$ cat config.mk
export PLATFORM = sky130hd
export DESIGN_NAME = asg_classify
export DESIGN_NICKNAME = d
export VERILOG_FILES = /design/src/sv/asg_pkg.sv /design/src/sv/asg_classify.sv
export SDC_FILE = /design/constraint.sdc
export NUM_CORES = 1
export LEC_CHECK = 0
export ABC_AREA = 1
export ABC_CLOCK_PERIOD_IN_PS = 800
export BUFFER_PORTS_ARGS = -buffer_cell sky130_fd_sc_hd__buf_2
export CAP_MARGIN = 20
export CORE_ASPECT_RATIO = 1.4
export CORE_MARGIN = 2
export CORE_UTILIZATION = 53
export CTS_CLUSTER_SIZE = 40
export DETAILED_ROUTE_END_ITERATION = 16
export GPL_ROUTABILITY_DRIVEN = 0
export PLACE_DENSITY = 0.79
export SETUP_SLACK_MARGIN = 0.4
export SLEW_MARGIN = 20
export SYNTH_ARGS = -nofsm -noshare
export SYNTH_HDL_FRONTEND = slang
export SYNTH_SLANG_ARGS = --single-unit
$ cat constraint.sdc
create_clock -name clk -period 0.8 [get_ports clk]
set_input_delay 0.04 -clock clk [delete_from_list [all_inputs] [get_ports clk]]
set_output_delay 0.04 -clock clk [all_outputs]
set_load 0.005 [all_outputs]
$ cat src/sv/asg_pkg.sv
// ----------------------------------------------------------------------------
// asg_pkg: shared types, constants and helpers of the speed governor
// Field widths, Q10 scale factors, mode and urgency codes, register map.
// ----------------------------------------------------------------------------
`default_nettype none

package asg_pkg;

	// field widths
	localparam int unsigned GAP_W   = 16;
	localparam int unsigned SPEED_W = 12;
	localparam int unsigned TIME_W  = 12;
	localparam int unsigned MODE_W  = 3;
	localparam int unsigned URG_W   = 2;
	localparam int unsigned CIDX_W  = 3;
	localparam int unsigned CDAT_W  = 16;
	localparam int unsigned PROD_W  = 22;

	// speed saturation and parameter defaults
	localparam int unsigned SPEED_SAT              = 2550;
	localparam int unsigned DEF_UPDATE_INTERVAL_MS = 100;
	localparam int unsigned DEF_MAX_SPEED          = 1500;

	// Q10 scale factors
	localparam logic [PROD_W-1:0] Q_070 = PROD_W'(717);
	localparam logic [PROD_W-1:0] Q_090 = PROD_W'(922);
	localparam logic [PROD_W-1:0] Q_110 = PROD_W'(1126);
	localparam logic [PROD_W-1:0] Q_095 = PROD_W'(973);
	localparam logic [PROD_W-1:0] Q_098 = PROD_W'(1004);

	// slow traffic margin and near-speed window, 0.1 km/h
	localparam int unsigned SLOW_MARGIN = 150;
	localparam int unsigned NEAR_WINDOW = 50;

	typedef enum logic [MODE_W-1:0] {
		MODE_FREE   = 3'd0,
		MODE_FOLLOW = 3'd1,
		MODE_SLOW   = 3'd2,
		MODE_CLOSE  = 3'd3,
		MODE_EMERG  = 3'd4
	} mode_t;

	localparam logic [URG_W-1:0] URG_NONE = 2'd0;
	localparam logic [URG_W-1:0] URG_LOW  = 2'd1;
	localparam logic [URG_W-1:0] URG_MID  = 2'd2;
	localparam logic [URG_W-1:0] URG_HIGH = 2'd3;

	typedef enum logic [CIDX_W-1:0] {
		REG_CRITICAL_GAP    = 3'd0,
		REG_CLOSE_GAP       = 3'd1,
		REG_FOLLOW_GAP      = 3'd2,
		REG_FLOOR_SPEED     = 3'd3,
		REG_CRUISE_SPEED    = 3'd4,
		REG_GENTLE_STEP     = 3'd5,
		REG_MODERATE_STEP   = 3'd6,
		REG_AGGRESSIVE_STEP = 3'd7
	} cfg_idx_t;

	typedef struct packed {
		logic [GAP_W-1:0]   critical_gap;
		logic [GAP_W-1:0]   close_gap;
		logic [GAP_W-1:0]   follow_gap;
		logic [SPEED_W-1:0] floor_speed;
		logic [SPEED_W-1:0] cruise_speed;
		logic [SPEED_W-1:0] gentle_step;
		logic [SPEED_W-1:0] moderate_step;
		logic [SPEED_W-1:0] aggressive_step;
	} cfg_t;

	// stage 1 payload: classification plus raw scaled products
	typedef struct packed {
		mode_t              mode;
		logic [URG_W-1:0]   urg;
		logic [SPEED_W-1:0] lead;
		logic [SPEED_W-1:0] own;
		logic [SPEED_W-1:0] flo;
		logic [SPEED_W-1:0] cruise;
		logic [SPEED_W-1:0] step;
		logic               near;
		logic [PROD_W-1:0]  p_own070;
		logic [PROD_W-1:0]  p_lead090;
		logic [PROD_W-1:0]  p_lead110;
		logic [PROD_W-1:0]  p_own095;
		logic [PROD_W-1:0]  p_lead098;
	} s1_t;

	// payload from stage 2 on: target and what the clamp needs
	typedef struct packed {
		mode_t              mode;
		logic [URG_W-1:0]   urg;
		logic [SPEED_W-1:0] own;
		logic [SPEED_W-1:0] flo;
		logic [SPEED_W-1:0] aim;
	} s2_t;

	function automatic logic [SPEED_W-1:0] sat_speed(input logic [SPEED_W-1:0] v);
		return (v > SPEED_W'(SPEED_SAT)) ? SPEED_W'(SPEED_SAT) : v;
	endfunction

	// Q10 product rounded half up
	function automatic logic [SPEED_W-1:0] qround(input logic [PROD_W-1:0] p);
		logic [PROD_W-1:0] s;
		s = p + PROD_W'(512);
		return s[PROD_W-1:10];
	endfunction

	// width of the clamped elapsed time, 0..2*interval
	function automatic int unsigned step_time_w(input int unsigned ivl);
		return $clog2(2 * ivl + 1);
	endfunction

	// width of step * time
	function automatic int unsigned lim_w(input int unsigned ivl);
		return $clog2(SPEED_SAT * 2 * ivl + 1);
	endfunction

endpackage

`default_nettype wire

$ cat src/sv/asg_classify.sv
// ----------------------------------------------------------------------------
// asg_classify: pipeline stage 1
// Saturates inputs, picks mode and urgency from the gap and the speeds,
// selects the step, clamps elapsed time, forms the Q10 target products.
// ----------------------------------------------------------------------------
`default_nettype none

module asg_classify import asg_pkg::*; #(
	parameter int unsigned UPDATE_INTERVAL_MS = DEF_UPDATE_INTERVAL_MS
) (
	input  wire logic                                       clk,
	input  wire logic                                       arst_n,
	input  wire logic                                       load,
	input  wire logic                                       in_valid,
	input  wire logic [GAP_W-1:0]                           gap,
	input  wire logic [SPEED_W-1:0]                         lead_speed,
	input  wire logic [SPEED_W-1:0]                         own_speed,
	input  wire logic [TIME_W-1:0]                          elapsed_ms,
	input  wire cfg_t                                       cfg,
	output logic                                            v_s1,
	output s1_t                                             d_s1,
	output logic [step_time_w(UPDATE_INTERVAL_MS)-1:0]      t_s1
);

	localparam int unsigned TW = step_time_w(UPDATE_INTERVAL_MS);
	localparam logic [TIME_W-1:0] T_MAX = TIME_W'(2 * UPDATE_INTERVAL_MS);

	logic [SPEED_W-1:0] lead, own;
	logic signed [SPEED_W:0] dls;
	logic slow;
	s1_t d;
	logic [TIME_W-1:0] t_clamp;

	// mode, urgency and products
	always_comb begin
		lead = sat_speed(lead_speed);
		own  = sat_speed(own_speed);
		dls  = $signed({1'b0, lead}) - $signed({1'b0, own});
		slow = ({1'b0, lead} + (SPEED_W+1)'(SLOW_MARGIN)) < {1'b0, own};

		d = '0;
		d.lead   = lead;
		d.own    = own;
		d.flo    = sat_speed(cfg.floor_speed);
		d.cruise = sat_speed(cfg.cruise_speed);
		d.near   = (dls < $signed((SPEED_W+1)'(NEAR_WINDOW))) &&
		           (dls > -$signed((SPEED_W+1)'(NEAR_WINDOW)));

		priority if (gap < cfg.critical_gap) begin
			d.mode = MODE_EMERG;
			d.urg  = URG_HIGH;
		end else if (gap < cfg.close_gap) begin
			d.mode = MODE_CLOSE;
			d.urg  = URG_MID;
		end else if (gap < cfg.follow_gap) begin
			d.mode = slow ? MODE_SLOW : MODE_FOLLOW;
			d.urg  = slow ? URG_MID : URG_LOW;
		end else begin
			d.mode = MODE_FREE;
			d.urg  = URG_NONE;
		end

		unique case (d.urg)
			URG_HIGH: d.step = sat_speed(cfg.aggressive_step);
			URG_MID:  d.step = sat_speed(cfg.moderate_step);
			default:  d.step = sat_speed(cfg.gentle_step);
		endcase

		d.p_own070  = PROD_W'(own)  * Q_070;
		d.p_lead090 = PROD_W'(lead) * Q_090;
		d.p_lead110 = PROD_W'(lead) * Q_110;
		d.p_own095  = PROD_W'(own)  * Q_095;
		d.p_lead098 = PROD_W'(lead) * Q_098;

		t_clamp = (elapsed_ms > T_MAX) ? T_MAX : elapsed_ms;
	end

	// stage valid
	always_ff @(posedge clk or negedge arst_n) begin
		if (!arst_n) begin
			v_s1 <= 1'b0;
		end else if (load) begin
			v_s1 <= in_valid;
		end
	end

	// stage payload
	always_ff @(posedge clk) begin
		if (load && in_valid) begin
			d_s1 <= d;
			t_s1 <= TW'(t_clamp);
		end
	end

endmodule

`default_nettype wire

==> report_table.html, run 1 <==
<table>
<tr><th>Metric</th><th>Value</th></tr>
<tr><th colspan="2">Global route</th></tr>
<tr><td>Total GRT Usage</td><td>a little under three fifths</td></tr>
<tr><td>Largest net degree at the start of global routing</td><td>33</td></tr>
<tr><td>Overflow after GRT</td><td>12</td></tr>
<tr><th colspan="2">Die</th></tr>
<tr><td>Die width</td><td>between 150 and 200 um</td></tr>
<tr><td>Std-Cell Rows</td><td>between 80 and 90</td></tr>
<tr><td>Starting density of the core</td><td>53.4%</td></tr>
<tr><td>DIE HEIGHT</td><td>between 200 and 250 um</td></tr>
<tr><td>I/O pin total</td><td>between 300 and 400</td></tr>
<tr><th colspan="2">Placement</th></tr>
<tr><td>Worst slack after detailed placement</td><td>-4.38 ns</td></tr>
<tr><td>Port bufs</td><td>~340</td></tr>
<tr><td>Estimated wirelength of the detail-placed design</td><td>a little under 50 mm</td></tr>
<tr><th colspan="2">Logic synthesis</th></tr>
<tr><td>Post-synthesis area per instance</td><td>about 9.4 um^2</td></tr>
<tr><td>Area share of the largest cell type after synthesis</td><td>25.9%</td></tr>
<tr><td>Xor-xnor portion of the synthesized cell area</td><td>around 4.4%</td></tr>
<tr><td>Synth Area in Adders</td><td>39.2%</td></tr>
<tr><td>Cell types occupying the most area after synthesis</td><td>sky130_fd_sc_hd__edfxtp_1 26%, sky130_fd_sc_hd__ha_1 22%, sky130_fd_sc_hd__fa_1 17%</td></tr>
<tr><td>Post-synth EDFFs</td><td>164</td></tr>
<tr><td>Post-synthesis cell type with the largest combined area</td><td>sky130_fd_sc_hd__edfxtp_1</td></tr>
<tr><td>Count of synthesis-stage warnings from yosys</td><td>0</td></tr>
<tr><td>Distinct cell type count after synthesis</td><td>between 50 and 60</td></tr>
<tr><td>Cell area after technology mapping</td><td>between 15000 and 20000 um^2</td></tr>
<tr><td>Post-Synth Simple-Gate Area</td><td>between 10 and 15%</td></tr>
<tr><td>Main combinational cell family by area after synthesis</td><td>adder cells</td></tr>
<tr><td>Cells after Synth</td><td>between 2k and 2.5k</td></tr>
<tr><td>Primary FF master, synth</td><td>sky130_fd_sc_hd__edfxtp_1</td></tr>
<tr><td>Multiplexer area fraction after synthesis</td><td>0%</td></tr>
<tr><td>Fraction of the yosys area taken by sequential cells</td><td>a little over a quarter</td></tr>
<tr><td>#FFs+latches synth</td><td>between 150 and 200</td></tr>
<tr><td>Synthesized-area fraction occupied by ao, oa, aoi and oai cells</td><td>7.12%</td></tr>
<tr><td>Async set-reset flop share out of synthesis</td><td>less than 1%</td></tr>
<tr><th colspan="2">Timing</th></tr>
<tr><td>GRT repair_timing worst endpoint</td><td>d_s1[107]$_DFFE_PP_/D</td></tr>
<tr><td>Worst-path end type</td><td>register input</td></tr>
<tr><th colspan="2">Clock tree</th></tr>
<tr><td>Total number of clock tree sinks</td><td>165</td></tr>
<tr><td>Level count of the clock H-tree</td><td>4</td></tr>
<tr><td>Clock tree root buffer cell</td><td>sky130_fd_sc_hd__clkbuf_16</td></tr>
<tr><td>Longest Clk Path Bufs</td><td>2</td></tr>
<tr><td>Clock buffer count from CTS</td><td>17</td></tr>
<tr><th colspan="2">Status</th></tr>
<tr><td>Result of the run</td><td>stopped before the end</td></tr>
<tr><td>Err</td><td>[ERROR GRT-0232] Routing congestion too high. Check the congestion heatmap in the GUI.</td></tr>
<tr><td>Last stage reached</td><td>global routing (5_1_grt)</td></tr>
</table>
[Yosys cell counts (3+ instances only)]
library cell                  n
sky130_fd_sc_hd__or2_2       16
sky130_fd_sc_hd__edfxtp_1   164
sky130_fd_sc_hd__ha_1       335
sky130_fd_sc_hd__nand4_1     26
sky130_fd_sc_hd__nand2_4      4
sky130_fd_sc_hd__a31oi_1     10
sky130_fd_sc_hd__nand3_2     22
sky130_fd_sc_hd__nand3_1     54
sky130_fd_sc_hd__xor2_1      74
sky130_fd_sc_hd__nor4_1       3
sky130_fd_sc_hd__o2111ai_1    4
sky130_fd_sc_hd__a21boi_0     8
sky130_fd_sc_hd__inv_1      484
sky130_fd_sc_hd__xnor2_1     21
sky130_fd_sc_hd__nor3_1      19
sky130_fd_sc_hd__clkbuf_1     6
sky130_fd_sc_hd__nor3b_1      5
sky130_fd_sc_hd__buf_4       20
sky130_fd_sc_hd__nor2_1     100
sky130_fd_sc_hd__fa_1       163
sky130_fd_sc_hd__nand2_2      3
sky130_fd_sc_hd__a21o_1       5
sky130_fd_sc_hd__nand2_1    245
sky130_fd_sc_hd__a211oi_1     3
sky130_fd_sc_hd__o211ai_1     9
sky130_fd_sc_hd__o21ai_0     55
sky130_fd_sc_hd__o31ai_1      7
sky130_fd_sc_hd__a21oi_1    120
sky130_fd_sc_hd__o21bai_1     8
[through the flow]
step / area [um^2] / setup TNS, ns / instances / hold WS [ns] / utilization (%)
CTS: 29400 / -336.24 / 3402 / -0.242 / 82.5
detailed placement: 25700 / -428.26 / 3276 / -0.182 / 72.3
global placement: 25700 / -409.90 / 3276 / -0.182 / 72.3
floorplan: 20000 / -666.81 / 2025 / -0.256 / -
[per-layer routing]
metal | GRT overflow | GRT usage, %
met2 | 7 | 81.9
met3 | 0 | 27.5
met1 | 0 | 54.1
met4 | 5 | 58.2
met5 | 0 | 2.94
[cell families after synthesis]
logic type / Yosys count
other cells: 1
xor+xnor: 95
fa+ha+maj: 498
simple gates: 508
compound gates: 238
buf+inv: 517
flops: 165
[repair_timing]
action	CTS
setup endpoints to repair	506
gates resized for setup	479
hold buffers	1
hold endpoints to repair	30
gates cloned	3
pin swaps	276
setup buffers	90
==> run 2: changes to the inputs <==
==> config.mk (replaced) <==
export PLATFORM = sky130hd
export DESIGN_NAME = asg_classify
export DESIGN_NICKNAME = d
export VERILOG_FILES = /design/src/sv/asg_pkg.sv /design/src/sv/asg_classify.sv
export SDC_FILE = /design/constraint.sdc
export NUM_CORES = 1
export LEC_CHECK = 0
export ABC_AREA = 1
export ABC_CLOCK_PERIOD_IN_PS = 1040
export BUFFER_PORTS_ARGS = -buffer_cell sky130_fd_sc_hd__buf_2
export CAP_MARGIN = 20
export CORE_MARGIN = 2
export CORE_UTILIZATION = 40
export DETAILED_ROUTE_END_ITERATION = 16
export GPL_ROUTABILITY_DRIVEN = 0
export PLACE_DENSITY_LB_ADDON = 0.15
export SLEW_MARGIN = 20
export SYNTH_ARGS = -nofsm -noshare
export SYNTH_HDL_FRONTEND = slang
export SYNTH_SLANG_ARGS = --single-unit
==> constraint.sdc (replaced) <==
create_clock -name clk -period 1.04 [get_ports clk]
set_input_delay 0.052 -clock clk [delete_from_list [all_inputs] [get_ports clk]]
set_output_delay 0.052 -clock clk [all_outputs]
set_load 0.005 [all_outputs]
==> report_table.html, run 2 <==
<table>
<tr><th>Metric</th><th>Value</th></tr>
<tr><th colspan="2">Layout</th></tr>
<tr><td>Fraction of final layout cells with drive strength greater than 1</td><td>slightly below 50%</td></tr>
<tr><td>Register containing the most flip-flops in the final layout</td><td>d_s1</td></tr>
<tr><td>Post-synthesis to final-layout area growth</td><td>63.4%</td></tr>
<tr><td>Final Net Count</td><td>about 3.7k</td></tr>
<tr><td>Largest registers</td><td>d_s1 x156, t_s1 x8, v_s1 x1</td></tr>
<tr><td>Core Util, Final</td><td>about 66%</td></tr>
<tr><td>Inserted Diodes</td><td>0</td></tr>
<tr><td>Commonest non-fill, non-tap cells in the layout</td><td>473 x sky130_fd_sc_hd__buf_4, 397 x sky130_fd_sc_hd__inv_1, 333 x sky130_fd_sc_hd__buf_2</td></tr>
<tr><td>Most common cell after layout, fill and taps aside</td><td>sky130_fd_sc_hd__buf_4</td></tr>
<tr><td>Number of flip-flops under the largest register name</td><td>about 160</td></tr>
<tr><th colspan="2">Power and ir drop</th></tr>
<tr><td>Relative contribution of combinational cells to total power</td><td>80.6%</td></tr>
<tr><td>NetSw</td><td>approximately 40 mW</td></tr>
<tr><td>Cell-internal power</td><td>55.9 mW</td></tr>
<tr><td>Share of power burned in registers</td><td>roughly an eighth</td></tr>
<tr><td>Power density cells</td><td>slightly above 3000 nW/um^2</td></tr>
<tr><td>Share of power burned in the clock network</td><td>under 10%</td></tr>
<tr><td>Fraction of power spent switching nets</td><td>approximately two fifths</td></tr>
<tr><td>Reported leakage power</td><td>15.3 nW</td></tr>
<tr><td>Largest voltage drop on the vdd net</td><td>~2.7 mV</td></tr>
<tr><th colspan="2">Clock tree</th></tr>
<tr><td>Longest Clk Path Bufs</td><td>2 (unchanged)</td></tr>
<tr><td>Clock tree root buffer cell</td><td>sky130_fd_sc_hd__clkbuf_16</td></tr>
<tr><td>Worst skew pair latency</td><td>roughly 0.48 ns</td></tr>
<tr><td>Clock tree from TritonCTS</td><td>done</td></tr>
<tr><td>Total number of clock tree sinks</td><td>165 (unchanged)</td></tr>
<tr><td>Level count of the clock H-tree</td><td>4 (unchanged)</td></tr>
<tr><td>Clock buffer count from CTS</td><td>17 (unchanged)</td></tr>
<tr><td>Worst-path clk slew</td><td>0.07 ns</td></tr>
<tr><th colspan="2">Drt</th></tr>
<tr><td>Post-detailed-route DRC marker count</td><td>0</td></tr>
<tr><td>Number of design-rule violations left by the first detailed-router iteration</td><td>633</td></tr>
<tr><td>Vias per cell</td><td>about 4.8</td></tr>
<tr><td>Number of nets still failing antenna checks after routing</td><td>0</td></tr>
<tr><td>TritonRoute pass-1 iters</td><td>5</td></tr>
<tr><td>Per-cell routed wire length</td><td>~16 um</td></tr>
<tr><td>Total Wirelength</td><td>between 50 and 60 mm</td></tr>
<tr><td>Number of vias in the routed layout</td><td>between 15k and 20k</td></tr>
<tr><th colspan="2">Logic synthesis</th></tr>
<tr><td>Cell types occupying the most area after synthesis</td><td>sky130_fd_sc_hd__edfxtp_1 26%, sky130_fd_sc_hd__ha_1 22%, sky130_fd_sc_hd__fa_1 17%</td></tr>
<tr><td>Synthesized-area fraction occupied by ao, oa, aoi and oai cells</td><td>7.12% (unchanged)</td></tr>
<tr><td>Main combinational cell family by area after synthesis</td><td>adder cells</td></tr>
<tr><td>Post-synth EDFFs</td><td>164 (unchanged)</td></tr>
<tr><td>Post-Synth Simple-Gate Area</td><td>12.4% (unchanged)</td></tr>
<tr><td>Cell area after technology mapping</td><td>19000 um^2 (unchanged)</td></tr>
<tr><td>Xor-xnor portion of the synthesized cell area</td><td>4.38% (unchanged)</td></tr>
<tr><td>Multiplexer area fraction after synthesis</td><td>0% (unchanged)</td></tr>
<tr><td>Area share of the largest cell type after synthesis</td><td>25.9% (unchanged)</td></tr>
<tr><td>Async set-reset flop share out of synthesis</td><td>0.606% (unchanged)</td></tr>
<tr><td>Count of synthesis-stage warnings from yosys</td><td>0 (unchanged)</td></tr>
<tr><td>Most used standard cell by instance count after synthesis</td><td>sky130_fd_sc_hd__inv_1</td></tr>
<tr><td>Synth top cells by count</td><td>484 x sky130_fd_sc_hd__inv_1, 335 x sky130_fd_sc_hd__ha_1, 245 x sky130_fd_sc_hd__nand2_1, 164 x sky130_fd_sc_hd__edfxtp_1, 163 x sky130_fd_sc_hd__fa_1</td></tr>
<tr><td>Cells after Synth</td><td>2022 (unchanged)</td></tr>
<tr><td>Fraction of the yosys area taken by sequential cells</td><td>26.0% (unchanged)</td></tr>
<tr><td>Post-synthesis area per instance</td><td>9.40 um^2 (unchanged)</td></tr>
<tr><td>Distinct cell type count after synthesis</td><td>51 (unchanged)</td></tr>
<tr><td>Primary FF master, synth</td><td>sky130_fd_sc_hd__edfxtp_1</td></tr>
<tr><td>#FFs+latches synth</td><td>165 (unchanged)</td></tr>
<tr><td>Post-synthesis cell type with the largest combined area</td><td>sky130_fd_sc_hd__edfxtp_1</td></tr>
<tr><td>Synth Area in Adders</td><td>39.2% (unchanged)</td></tr>
<tr><th colspan="2">Flow run</th></tr>
<tr><td>Max capacitance violation total</td><td>0</td></tr>
<tr><th colspan="2">Worst hold path</th></tr>
<tr><td>Path category of the worst min-delay check</td><td>input port to flip-flop</td></tr>
<tr><td>Startpoint of the tightest hold check path</td><td>elapsed_ms[11]</td></tr>
<tr><th colspan="2">Global route</th></tr>
<tr><td>Number of global-route vias before repair</td><td>between 15k and 20k</td></tr>
<tr><td>Total GRT Usage</td><td>23.9%</td></tr>
<tr><td>GRT busiest layer</td><td>met2</td></tr>
<tr><td>Global routing usage on met1</td><td>between 20 and 30%</td></tr>
<tr><td>Global routing met3 resource utilization</td><td>approximately 3.2%</td></tr>
<tr><td>Overflow after GRT</td><td>0</td></tr>
<tr><td>Initial antenna violation count</td><td>0</td></tr>
<tr><td>Met2 usage</td><td>approximately 44%</td></tr>
<tr><td>Global-route wire length before repair</td><td>roughly 93 mm</td></tr>
<tr><td>Largest net degree at the start of global routing</td><td>26</td></tr>
<tr><th colspan="2">Placement</th></tr>
<tr><td>Port bufs</td><td>344 (unchanged)</td></tr>
<tr><td>Estimated wirelength of the detail-placed design</td><td>45.7 mm (-7.5%)</td></tr>
<tr><th colspan="2">Timing</th></tr>
<tr><td>Max-slew violation count</td><td>0</td></tr>
<tr><td>Clock Skews</td><td>0 ns</td></tr>
<tr><td>Hold_ws</td><td>approximately 0.020 ns</td></tr>
<tr><td>Crit share post-route</td><td>437%</td></tr>
<tr><td>Unrepaired setup endpoints after global routing</td><td>yes</td></tr>
<tr><td>Setup slack after layout</td><td>-3.50 ns</td></tr>
<tr><td>Setup-failing EPs final</td><td>about 220</td></tr>
<tr><td>Max frequency</td><td>roughly 220 MHz</td></tr>
<tr><td>Fin. Hold Viols</td><td>0</td></tr>
<tr><td>Final critical-path required period</td><td>~4.5 ns</td></tr>
<tr><th colspan="2">Setup path</th></tr>
<tr><td>Critical Path Sink Type</td><td>flip-flop</td></tr>
<tr><td>Setup Crit Path Kind</td><td>input port to flip-flop</td></tr>
<tr><td>CP max stage delay</td><td>0.51 ns</td></tr>
<tr><td>Required time reported for the critical path endpoint</td><td>~1.3 ns</td></tr>
<tr><td>Worst Setup SP</td><td>lead_speed[9]</td></tr>
<tr><td>Cell family with most CP delay</td><td>adder cells</td></tr>
<tr><td>Origin of the critical flop-to-flop path</td><td>v_s1</td></tr>
<tr><td>Arrival time at the worst endpoint</td><td>4.78 ns</td></tr>
<tr><td>Startpoint types</td><td>input port</td></tr>
<tr><td>Buffers &amp; Inverters on Critical Path</td><td>11</td></tr>
<tr><td>Critical path's slowest cell</td><td>sky130_fd_sc_hd__fa_1</td></tr>
<tr><td>Maximum fanout along the worst path</td><td>5</td></tr>
<tr><th colspan="2">Die</th></tr>
<tr><td>Die width</td><td>222 um (+35%)</td></tr>
<tr><td>Starting density of the core</td><td>40.7% (-13 points)</td></tr>
<tr><td>Floorplan Core Area</td><td>46800 um^2</td></tr>
<tr><td>Std-Cell Rows</td><td>79 (-3.7%)</td></tr>
<tr><td>Die area</td><td>a little under 50000 um^2</td></tr>
<tr><td>I/O pin total</td><td>349 (unchanged)</td></tr>
<tr><td>DIE HEIGHT</td><td>222 um (-2.7%)</td></tr>
<tr><th colspan="2">Status</th></tr>
<tr><td>Violations in the final reports</td><td>setup timing</td></tr>
<tr><td>Result of the run</td><td>finished, violations left</td></tr>
</table>
[run 2: cell counts after synthesis]
Identical to the previous run, type by type.
[run 2: layer usage]
metal	part of all wire [%]	wire length [um]
met5	0	0
met4	3.4	2020
met3	2.8	1640
met2	53	31600
met1	41	24400
[run 2: power by group through the flow]
stage          Sequential, mW  Clock (mW)  Combinational, mW
2_1_floorplan            12.3           0               32.8
5_1_grt                  12.1        7.15               84.0
4_1_cts                  11.9        6.97               68.9
3_5_place_dp             12.0           0               56.1
6_report                 11.9        6.74               77.3
3_3_place_gp             12.0           0               55.4
[run 2: worst reg2reg max path, cell delays in order (launching register included)]
cell                      delay (ns)
sky130_fd_sc_hd__dfrtp_1        0.39
sky130_fd_sc_hd__inv_1          0.06
sky130_fd_sc_hd__o21ai_0        0.07
[run 2: cells by family (layout without fill, tap and decap cells)]
kind of cell,Yosys count,count (layout)
flops,165,165
other cells,1,4
compound gates,238,238
simple gates,508,511
xor+xnor,95,95
buf+inv,517,1530
fa+ha+maj,498,498
[run 2: metrics by stage]
step / instances / worst slack [ns] / TNS (ns) / instance area [um^2] / total power [mW]
after floorplan: 2025 / -3.69 / -597.64 / 20000 / 45.0
after global placement: 3452 / -4.14 / -356.23 / 26100 / 67.4
after detailed placement: 3452 / -4.29 / -364.45 / 26100 / 68.1
after CTS: 3607 / -3.35 / -284.42 / 30000 / 87.8
after global routing: 3648 / -3.70 / -305.26 / 31100 / 103
final: 3648 / -3.50 / -283.21 / 31100 / 95.9
[run 2: cell type report]
cell class	count	area, um^2
inverter	487	1960
clock buffer	17	425
timing repair buffer	1011	7630
multi-input combinational	1346	15200
fill	3565	15700
tap	607	759
sequential	165	4950
clock inverter	15	190
[run 2: final timing paths]
path / to / slack, ns / cells past startpoint
worst min-delay path: t_s1[3] / 0.02 / 4
worst min register to register: v_s1 / 0.55 / 2
worst max register to register: v_s1 / 0.41 / 2
max in group asynchronous: v_s1 / 0.55 / 3
min in group asynchronous: v_s1 / 0.39 / 3
worst max-delay path: d_s1[64] / -3.50 / 30
[run 2: timing repair]
item / 4_1_cts / 5_1_grt
hold buffers: 49 / 2
gates cloned: 3 / 0
hold endpoints to repair: 44 / 1
setup endpoints to repair: 301 / 463
resized for setup: 422 / 178
setup buffers: 84 / 56
pin swaps: 281 / 154
(Power assumes the default switching activity.)
==> run 3: changes to the inputs <==
--- a/config.mk
+++ b/config.mk
@@ -9,10 +9,13 @@
 export ABC_CLOCK_PERIOD_IN_PS = 1040
 export BUFFER_PORTS_ARGS = -buffer_cell sky130_fd_sc_hd__buf_2
 export CAP_MARGIN = 20
+export CELL_PAD_IN_SITES_DETAIL_PLACEMENT = 0
+export CELL_PAD_IN_SITES_GLOBAL_PLACEMENT = 1
 export CORE_MARGIN = 2
 export CORE_UTILIZATION = 40
 export DETAILED_ROUTE_END_ITERATION = 16
 export GPL_ROUTABILITY_DRIVEN = 0
+export GPL_TIMING_DRIVEN = 1
 export PLACE_DENSITY_LB_ADDON = 0.15
 export SLEW_MARGIN = 20
 export SYNTH_ARGS = -nofsm -noshare
==> report_table.html, run 3 (synthesized netlist as in run 2, its figures left out) <==
<table>
<tr><th>Metric</th><th>Value</th></tr>
<tr><th colspan="2">Layout</th></tr>
<tr><td>Largest registers</td><td>d_s1 x156, t_s1 x8, v_s1 x1</td></tr>
<tr><td>Post-synthesis to final-layout area growth</td><td>67.5%</td></tr>
<tr><td>Number of cells in the finished layout apart from fillers</td><td>3669 (+0.58%)</td></tr>
<tr><td>Register containing the most flip-flops in the final layout</td><td>d_s1</td></tr>
<tr><td>Fill cell instance count of the final layout</td><td>3446 (-3.3%)</td></tr>
<tr><td>Number of flip-flops under the largest register name</td><td>156 (unchanged)</td></tr>
<tr><td>Commonest non-fill, non-tap cells in the layout</td><td>484 x sky130_fd_sc_hd__buf_4, 373 x sky130_fd_sc_hd__inv_1, 320 x sky130_fd_sc_hd__buf_2</td></tr>
<tr><td>Fraction of final layout cells with drive strength greater than 1</td><td>52.7% (+3.0 points)</td></tr>
<tr><td>Core Util, Final</td><td>68.1% (+1.7 points)</td></tr>
<tr><td>Inserted Diodes</td><td>0 (unchanged)</td></tr>
<tr><td>Final Net Count</td><td>3712 (+0.60%)</td></tr>
<tr><td>Most common cell after layout, fill and taps aside</td><td>sky130_fd_sc_hd__buf_4</td></tr>
<tr><th colspan="2">Worst hold path</th></tr>
<tr><td>Number of cells on the worst hold path</td><td>4 (unchanged)</td></tr>
<tr><td>Path category of the worst min-delay check</td><td>input port to flip-flop</td></tr>
<tr><td>Capture endpoint of the worst hold path</td><td>t_s1[3]</td></tr>
<tr><td>Startpoint of the tightest hold check path</td><td>elapsed_ms[10]</td></tr>
<tr><th colspan="2">Setup path</th></tr>
<tr><td>Startpoint types</td><td>input port</td></tr>
<tr><td>Origin of the critical flop-to-flop path</td><td>v_s1</td></tr>
<tr><td>Arrival time at the worst endpoint</td><td>4.72 ns (-0.06 ns)</td></tr>
<tr><td>CP max stage delay</td><td>0.54 ns (+0.03 ns)</td></tr>
<tr><td>Capture instance of the worst register-to-register path</td><td>v_s1</td></tr>
<tr><td>Critical path's slowest cell</td><td>sky130_fd_sc_hd__fa_1</td></tr>
<tr><td>Maximum fanout along the worst path</td><td>7 (+2)</td></tr>
<tr><td>Required time reported for the critical path endpoint</td><td>1.29 ns (about the same)</td></tr>
<tr><td>Setup Crit Path Kind</td><td>input port to flip-flop</td></tr>
<tr><td>Slack of the worst reg-to-reg path</td><td>0.42 ns (about the same)</td></tr>
<tr><td>Count of cells along the worst register-to-register path</td><td>2 (unchanged)</td></tr>
<tr><td>Critical Path Sink Type</td><td>flip-flop</td></tr>
<tr><th colspan="2">Clock tree</th></tr>
<tr><td>Total number of clock tree sinks</td><td>165 (unchanged)</td></tr>
<tr><td>Longest Clk Path Bufs</td><td>2 (unchanged)</td></tr>
<tr><td>Clock tree root buffer cell</td><td>sky130_fd_sc_hd__clkbuf_16</td></tr>
<tr><td>Worst-path clk slew</td><td>0.06 ns (about the same)</td></tr>
<tr><td>Worst skew pair latency</td><td>0.50 ns (+0.02 ns)</td></tr>
<tr><td>Clock tree from TritonCTS</td><td>done</td></tr>
<tr><td>Clock buffer count from CTS</td><td>17 (unchanged)</td></tr>
<tr><td>Level count of the clock H-tree</td><td>4 (unchanged)</td></tr>
<tr><th colspan="2">Timing</th></tr>
<tr><td>Crit share post-route</td><td>430% (-6.4 points)</td></tr>
<tr><td>Fin. Hold Viols</td><td>1 (+1)</td></tr>
<tr><td>Max-slew violation count</td><td>0 (unchanged)</td></tr>
<tr><td>Unrepaired setup endpoints after global routing</td><td>yes</td></tr>
<tr><td>Max frequency</td><td>224 MHz (+1.5%)</td></tr>
<tr><td>Setup-failing EPs final</td><td>234 (+8.8%)</td></tr>
<tr><td>Setup TNS after final layout</td><td>-269.68 ns (+13.53 ns)</td></tr>
<tr><td>Clock Skews</td><td>0 ns (unchanged)</td></tr>
<tr><td>Final critical-path required period</td><td>4.47 ns (-0.0671 ns)</td></tr>
<tr><td>Setup slack after layout</td><td>-3.43 ns (+0.0671 ns)</td></tr>
<tr><td>Hold_ws</td><td>-0.0212 ns (-0.0410 ns)</td></tr>
<tr><th colspan="2">Global route</th></tr>
<tr><td>Total GRT Usage</td><td>25.0% (+1.1 points)</td></tr>
<tr><td>Initial antenna violation count</td><td>0 (unchanged)</td></tr>
<tr><td>Overflow after GRT</td><td>0 (unchanged)</td></tr>
<tr><td>Global-route wire length before repair</td><td>96.3 mm (+3.2%)</td></tr>
<tr><td>Number of global-route vias before repair</td><td>19.1k (+2.2%)</td></tr>
<tr><td>Largest net degree at the start of global routing</td><td>24 (-7.7%)</td></tr>
<tr><th colspan="2">Power and ir drop</th></tr>
<tr><td>Reported leakage power</td><td>15.5 nW (+1.4%)</td></tr>
<tr><td>Power density cells</td><td>3060 nW/um^2 (-0.99%)</td></tr>
<tr><td>Largest voltage drop on the vdd net</td><td>2.20 mV (-19%)</td></tr>
<tr><th colspan="2">Die</th></tr>
<tr><td>DIE HEIGHT</td><td>222 um (unchanged)</td></tr>
<tr><td>Die width</td><td>222 um (unchanged)</td></tr>
<tr><td>I/O pin total</td><td>349 (unchanged)</td></tr>
<tr><td>Die area</td><td>49300 um^2 (unchanged)</td></tr>
<tr><td>Starting density of the core</td><td>40.7% (unchanged)</td></tr>
<tr><td>Floorplan Core Area</td><td>46800 um^2 (unchanged)</td></tr>
<tr><td>Std-Cell Rows</td><td>79 (unchanged)</td></tr>
<tr><th colspan="2">Placement</th></tr>
<tr><td>Number of cells in the design after placement</td><td>3456 (+0.12%)</td></tr>
<tr><td>Estimated wirelength of the detail-placed design</td><td>46.5 mm (+1.8%)</td></tr>
<tr><td>Port bufs</td><td>344 (unchanged)</td></tr>
<tr><th colspan="2">Drt</th></tr>
<tr><td>Total Wirelength</td><td>61.4 mm (+3.0%)</td></tr>
<tr><td>Number of nets still failing antenna checks after routing</td><td>0 (unchanged)</td></tr>
<tr><td>Number of vias in the routed layout</td><td>17.7k (+1.1%)</td></tr>
<tr><td>Number of design-rule violations left by the first detailed-router iteration</td><td>716 (+13%)</td></tr>
<tr><td>Post-detailed-route DRC marker count</td><td>0 (unchanged)</td></tr>
<tr><td>Per-cell routed wire length</td><td>16.7 um (+2.4%)</td></tr>
<tr><td>Vias per cell</td><td>4.83 (+0.47%)</td></tr>
<tr><td>TritonRoute pass-1 iters</td><td>4 (-1)</td></tr>
<tr><th colspan="2">Flow run</th></tr>
<tr><td>Max capacitance violation total</td><td>0 (unchanged)</td></tr>
<tr><th colspan="2">Status</th></tr>
<tr><td>Violations in the final reports</td><td>hold timing, setup timing</td></tr>
<tr><td>Result of the run</td><td>finished, violations left</td></tr>
</table>
[run 3: layer usage]
layer	up-vias	part of all wire, %	track usage, %
met3	114	3.6	3.76
met5	-	0	0
met2	421	54	46.6
met4	0	3.6	10.8
met1	8552	39	28.1
li1	8616	-	-
[run 3: repair_timing]
item                                    CTS  global route
resized for setup                       527           230
pin swaps                               283           238
endpoints found under the hold margin    43             2
endpoints found under the setup margin  295           454
buffers inserted                        120            48
gates cloned                              3             0
hold buffers                             48             2
[run 3: how the worst max path moves through the flow]
stage | startpoint | end | depth (start not counted)
after floorplan | lead_speed[9] | d_s1[64] | 26
after global placement | own_speed[9] | d_s1[107] | 28
after detailed placement | own_speed[9] | d_s1[41] | 27
after CTS | own_speed[9] | d_s1[106] | 28
after global routing | own_speed[1] | d_s1[106] | 28
final | own_speed[1] | d_s1[104] | 30
[run 3: stage by stage]
step                cell area, um^2  total power [mW]  setup WS (ns)
global placement              26200              67.8          -3.97
floorplan                     20000              45.0          -3.69
finish                        31900              97.4          -3.43
detailed placement            26200              68.3          -4.06
CTS                           30700              90.4          -3.25
global route                  31900               105          -3.52
[run 3: area by class of cell]
| class | instances | area, um^2 | share of cell area [%] |
|---|---|---|---|
| Clock buffer | 19 | 433 | 1.36 |
| Clock inverter | 12 | 153 | 0.479 |
| Inverter | 487 | 1970 | 6.17 |
| Multi-Input combinational cell | 1346 | 15600 | 49.1 |
| Sequential cell | 165 | 4950 | 15.5 |
| Tap cell | 607 | 759 | 2.38 |
| Timing Repair Buffer | 1033 | 7960 | 25.0 |
[run 3: critical path: cells and delay by family]
family / cells / cell delay (ns)
adder cells (fa/ha/maj): 6 / 2.27
AO/OA/AOI/OAI: 4 / 0.60
XOR/XNOR: 1 / 0.11
AND/OR/NAND/NOR: 9 / 0.86
buffers and inverters: 10 / 0.80
[run 3: where the power goes]
group,internal (mW),switching (mW)
clock,3.75,2.87
combinational,41.7,37.2
sequential,11.4,0.481
total,56.9,40.5
==> run 4: changes to the inputs <==
--- a/config.mk
+++ b/config.mk
@@ -16,7 +16,7 @@
 export DETAILED_ROUTE_END_ITERATION = 16
 export GPL_ROUTABILITY_DRIVEN = 0
 export GPL_TIMING_DRIVEN = 1
-export PLACE_DENSITY_LB_ADDON = 0.15
+export PLACE_DENSITY = 0.82
 export SLEW_MARGIN = 20
 export SYNTH_ARGS = -nofsm -noshare
 export SYNTH_HDL_FRONTEND = slang
==> report_table.html, run 4 (synthesized netlist as in run 2, its figures left out) <==
<table>
<tr><th>Metric</th><th>Value</th></tr>
<tr><th colspan="2">Die</th></tr>
<tr><td>Floorplan Core Area</td><td>46800 um^2 (unchanged)</td></tr>
<tr><td>DIE HEIGHT</td><td>222 um (unchanged)</td></tr>
<tr><td>Die width</td><td>222 um (unchanged)</td></tr>
<tr><td>I/O pin total</td><td>349 (unchanged)</td></tr>
<tr><td>Std-Cell Rows</td><td>79 (unchanged)</td></tr>
<tr><td>Die area</td><td>49300 um^2 (unchanged)</td></tr>
<tr><td>Starting density of the core</td><td>40.7% (unchanged)</td></tr>
<tr><th colspan="2">Timing</th></tr>
<tr><td>Unrepaired setup endpoints after global routing</td><td>yes</td></tr>
<tr><td>Final critical-path required period</td><td>4.58 ns (+0.109 ns)</td></tr>
<tr><td>Setup-failing EPs final</td><td>177 (-24%)</td></tr>
<tr><td>Setup TNS after final layout</td><td>-285.63 ns (-15.95 ns)</td></tr>
<tr><td>Max frequency</td><td>218 MHz (-2.4%)</td></tr>
<tr><td>Max-slew violation count</td><td>0 (unchanged)</td></tr>
<tr><td>Fin. Hold Viols</td><td>0 (-1)</td></tr>
<tr><td>Clock Skews</td><td>0 ns (unchanged)</td></tr>
<tr><td>Setup slack after layout</td><td>-3.54 ns (-0.109 ns)</td></tr>
<tr><td>Crit share post-route</td><td>441% (+11 points)</td></tr>
<tr><th colspan="2">Setup path</th></tr>
<tr><td>Slack of the worst reg-to-reg path</td><td>0.41 ns (about the same)</td></tr>
<tr><td>Arrival time at the worst endpoint</td><td>4.80 ns (+0.08 ns)</td></tr>
<tr><td>Required time reported for the critical path endpoint</td><td>1.26 ns (-0.03 ns)</td></tr>
<tr><td>CP max stage delay</td><td>0.57 ns (+0.03 ns)</td></tr>
<tr><td>Count of cells along the worst register-to-register path</td><td>2 (unchanged)</td></tr>
<tr><td>Buffers &amp; Inverters on Critical Path</td><td>9 (-1)</td></tr>
<tr><td>Critical path's slowest cell</td><td>sky130_fd_sc_hd__fa_1</td></tr>
<tr><td>Maximum fanout along the worst path</td><td>5 (-2)</td></tr>
<tr><td>Capture instance of the worst register-to-register path</td><td>v_s1</td></tr>
<tr><td>Origin of the critical flop-to-flop path</td><td>v_s1</td></tr>
<tr><td>Startpoint types</td><td>input port</td></tr>
<tr><td>Setup Crit Path Kind</td><td>input port to flip-flop</td></tr>
<tr><td>Critical Path Sink Type</td><td>flip-flop</td></tr>
<tr><td>Cell family with most CP delay</td><td>adder cells</td></tr>
<tr><th colspan="2">Global route</th></tr>
<tr><td>Overflow after GRT</td><td>0 (unchanged)</td></tr>
<tr><td>Number of global-route vias before repair</td><td>19.2k (+0.36%)</td></tr>
<tr><td>Initial antenna violation count</td><td>1 (+1)</td></tr>
<tr><td>Global-route wire length before repair</td><td>94.7 mm (-1.6%)</td></tr>
<tr><td>Largest net degree at the start of global routing</td><td>29 (+21%)</td></tr>
<tr><td>Total GRT Usage</td><td>24.2% (-0.76 points)</td></tr>
<tr><th colspan="2">Drt</th></tr>
<tr><td>Post-detailed-route DRC marker count</td><td>0 (unchanged)</td></tr>
<tr><td>Number of design-rule violations left by the first detailed-router iteration</td><td>746 (+4.2%)</td></tr>
<tr><td>Per-cell routed wire length</td><td>18.3 um (+9.4%)</td></tr>
<tr><td>TritonRoute pass-1 iters</td><td>7 (+3)</td></tr>
<tr><td>Vias per cell</td><td>5.05 (+4.6%)</td></tr>
<tr><td>Total Wirelength</td><td>66.4 mm (+8.1%)</td></tr>
<tr><td>Number of nets still failing antenna checks after routing</td><td>0 (unchanged)</td></tr>
<tr><td>Number of vias in the routed layout</td><td>18.3k (+3.3%)</td></tr>
<tr><th colspan="2">Clock tree</th></tr>
<tr><td>Worst-path clk slew</td><td>0.06 ns (about the same)</td></tr>
<tr><td>Total number of clock tree sinks</td><td>165 (unchanged)</td></tr>
<tr><td>Longest Clk Path Bufs</td><td>2 (unchanged)</td></tr>
<tr><td>Clock tree root buffer cell</td><td>sky130_fd_sc_hd__clkbuf_16</td></tr>
<tr><td>Level count of the clock H-tree</td><td>4 (unchanged)</td></tr>
<tr><td>Clock tree from TritonCTS</td><td>done</td></tr>
<tr><td>Clock buffer count from CTS</td><td>17 (unchanged)</td></tr>
<tr><td>Worst skew pair latency</td><td>0.47 ns (-0.03 ns)</td></tr>
<tr><th colspan="2">Layout</th></tr>
<tr><td>Commonest non-fill, non-tap cells in the layout</td><td>436 x sky130_fd_sc_hd__buf_4, 375 x sky130_fd_sc_hd__inv_1, 328 x sky130_fd_sc_hd__buf_2</td></tr>
<tr><td>Sequential cell area</td><td>4950 um^2 (unchanged)</td></tr>
<tr><td>Largest registers</td><td>d_s1 x156, t_s1 x8, v_s1 x1</td></tr>
<tr><td>Layout Cell Area excl Fill</td><td>31400 um^2 (-1.4%)</td></tr>
<tr><td>Post-synthesis to final-layout area growth</td><td>65.1%</td></tr>
<tr><td>Area taken by multi-input logic gates</td><td>15600 um^2 (about the same)</td></tr>
<tr><td>Final Net Count</td><td>3666 (-1.2%)</td></tr>
<tr><td>Number of flip-flops under the largest register name</td><td>156 (unchanged)</td></tr>
<tr><td>Most common cell after layout, fill and taps aside</td><td>sky130_fd_sc_hd__buf_4</td></tr>
<tr><td>Register containing the most flip-flops in the final layout</td><td>d_s1</td></tr>
<tr><td>Fraction of final layout cells with drive strength greater than 1</td><td>52.1% (-0.57 points)</td></tr>
<tr><td>Fill cell instance count of the final layout</td><td>3249 (-5.7%)</td></tr>
<tr><th colspan="2">Power and ir drop</th></tr>
<tr><td>Power density cells</td><td>3200 nW/um^2 (+4.7%)</td></tr>
<tr><td>Reported leakage power</td><td>15.2 nW (-1.9%)</td></tr>
<tr><td>Largest voltage drop on the vdd net</td><td>2.81 mV (+28%)</td></tr>
<tr><th colspan="2">Worst hold path</th></tr>
<tr><td>Capture endpoint of the worst hold path</td><td>t_s1[3]</td></tr>
<tr><td>Startpoint of the tightest hold check path</td><td>elapsed_ms[8]</td></tr>
<tr><td>Path category of the worst min-delay check</td><td>input port to flip-flop</td></tr>
<tr><td>Number of cells on the worst hold path</td><td>4 (unchanged)</td></tr>
<tr><th colspan="2">Flow run</th></tr>
<tr><td>Max capacitance violation total</td><td>0 (unchanged)</td></tr>
<tr><th colspan="2">Status</th></tr>
<tr><td>Result of the run</td><td>finished, violations left</td></tr>
<tr><td>Violations in the final reports</td><td>setup timing</td></tr>
<tr><th colspan="2">Placement</th></tr>
<tr><td>Port bufs</td><td>344 (unchanged)</td></tr>
<tr><td>Estimated wirelength of the detail-placed design</td><td>45.5 mm (-2.2%)</td></tr>
<tr><td>Dpl cell area</td><td>25900 um^2 (-0.98%)</td></tr>
</table>
==> run 4: cell count changes in the layout (fill, tap and decap cells not counted), moves of 6 or more <==
cell	previous run	this run
sky130_fd_sc_hd__nand2_2	37	43
sky130_fd_sc_hd__xor2_2	10	22
sky130_fd_sc_hd__ha_4	141	131
sky130_fd_sc_hd__xor2_1	64	52
sky130_fd_sc_hd__ha_1	192	201
sky130_fd_sc_hd__buf_4	484	436
sky130_fd_sc_hd__buf_2	320	328
sky130_fd_sc_hd__inv_2	86	80
sky130_fd_sc_hd__nand2_4	38	31
sky130_fd_sc_hd__a21oi_2	42	31
sky130_fd_sc_hd__a21oi_1	62	68
==> run 4: worst max-delay path by stage <==
stage | slack [ns] | endpoint | from | cells after the start
3_3_place_gp | -4.21 | d_s1[41] | own_speed[2] | 25
6_report | -3.54 | d_s1[104] | own_speed[1] | 28
3_5_place_dp | -4.35 | d_s1[41] | own_speed[2] | 25
2_1_floorplan | -3.69 | d_s1[64] | lead_speed[9] | 26
4_1_cts | -3.43 | d_s1[106] | own_speed[1] | 27
5_1_grt | -3.68 | d_s1[106] | own_speed[1] | 28
==> run 4: report_power, final <==
group	internal [mW]	total (mW)	switching (mW)	leakage [nW]
combinational	42.5	82.4	39.9	13.4
sequential	11.4	11.9	0.453	1.55
clock	3.32	6.17	2.85	0.262
==> run 4: per-layer routing <==
layer	global-route usage, %	routed length, um	up-vias	part of all wire (%)
li1	-	-	8502	-
met1	26.5	24200	8917	36
met2	45.9	35700	644	54
met3	4.55	2930	229	4.4
met4	9.39	3480	0	5.2
met5	0	0	-	0
==> run 4: layout make-up <==
| class | count | area share (%) |
|---|---|---|
| Timing Repair Buffer | 987 | 24.0 |
| Sequential cell | 165 | 15.8 |
| Antenna cell | 1 | 0.00797 |
| Clock inverter | 13 | 0.391 |
| Inverter | 487 | 6.26 |
| Tap cell | 607 | 2.42 |
| Clock buffer | 19 | 1.38 |
| Multi-Input combinational cell | 1346 | 49.8 |
==> run 4: worst reg2reg max path: stages, from the launching register on <==
cell and delay [ns]:
sky130_fd_sc_hd__dfrtp_1 0.35, sky130_fd_sc_hd__inv_1 0.04, sky130_fd_sc_hd__o21ai_0 0.16
==> run 4: through the flow <==
stage	setup WS [ns]	hold WS [ns]	utilization, %	power (mW)	cells
after floorplan	-3.69	-0.244	-	45.0	2025
after global placement	-4.21	-0.174	55.4	66.9	3422
after detailed placement	-4.35	-0.165	55.4	68.1	3422
after CTS	-3.43	-0.145	62.4	87.5	3572
after global routing	-3.68	-0.00446	67.2	107	3624
final	-3.54	0.0226	67.2	101	3625
==> run 4: repair_timing <==
action	4_1_cts	5_1_grt
gates cloned	0	3
pin swaps	242	252
setup endpoints to repair	300	465
hold endpoints to repair	41	2
setup buffers	97	91
hold buffers	46	2
resized for setup	349	410
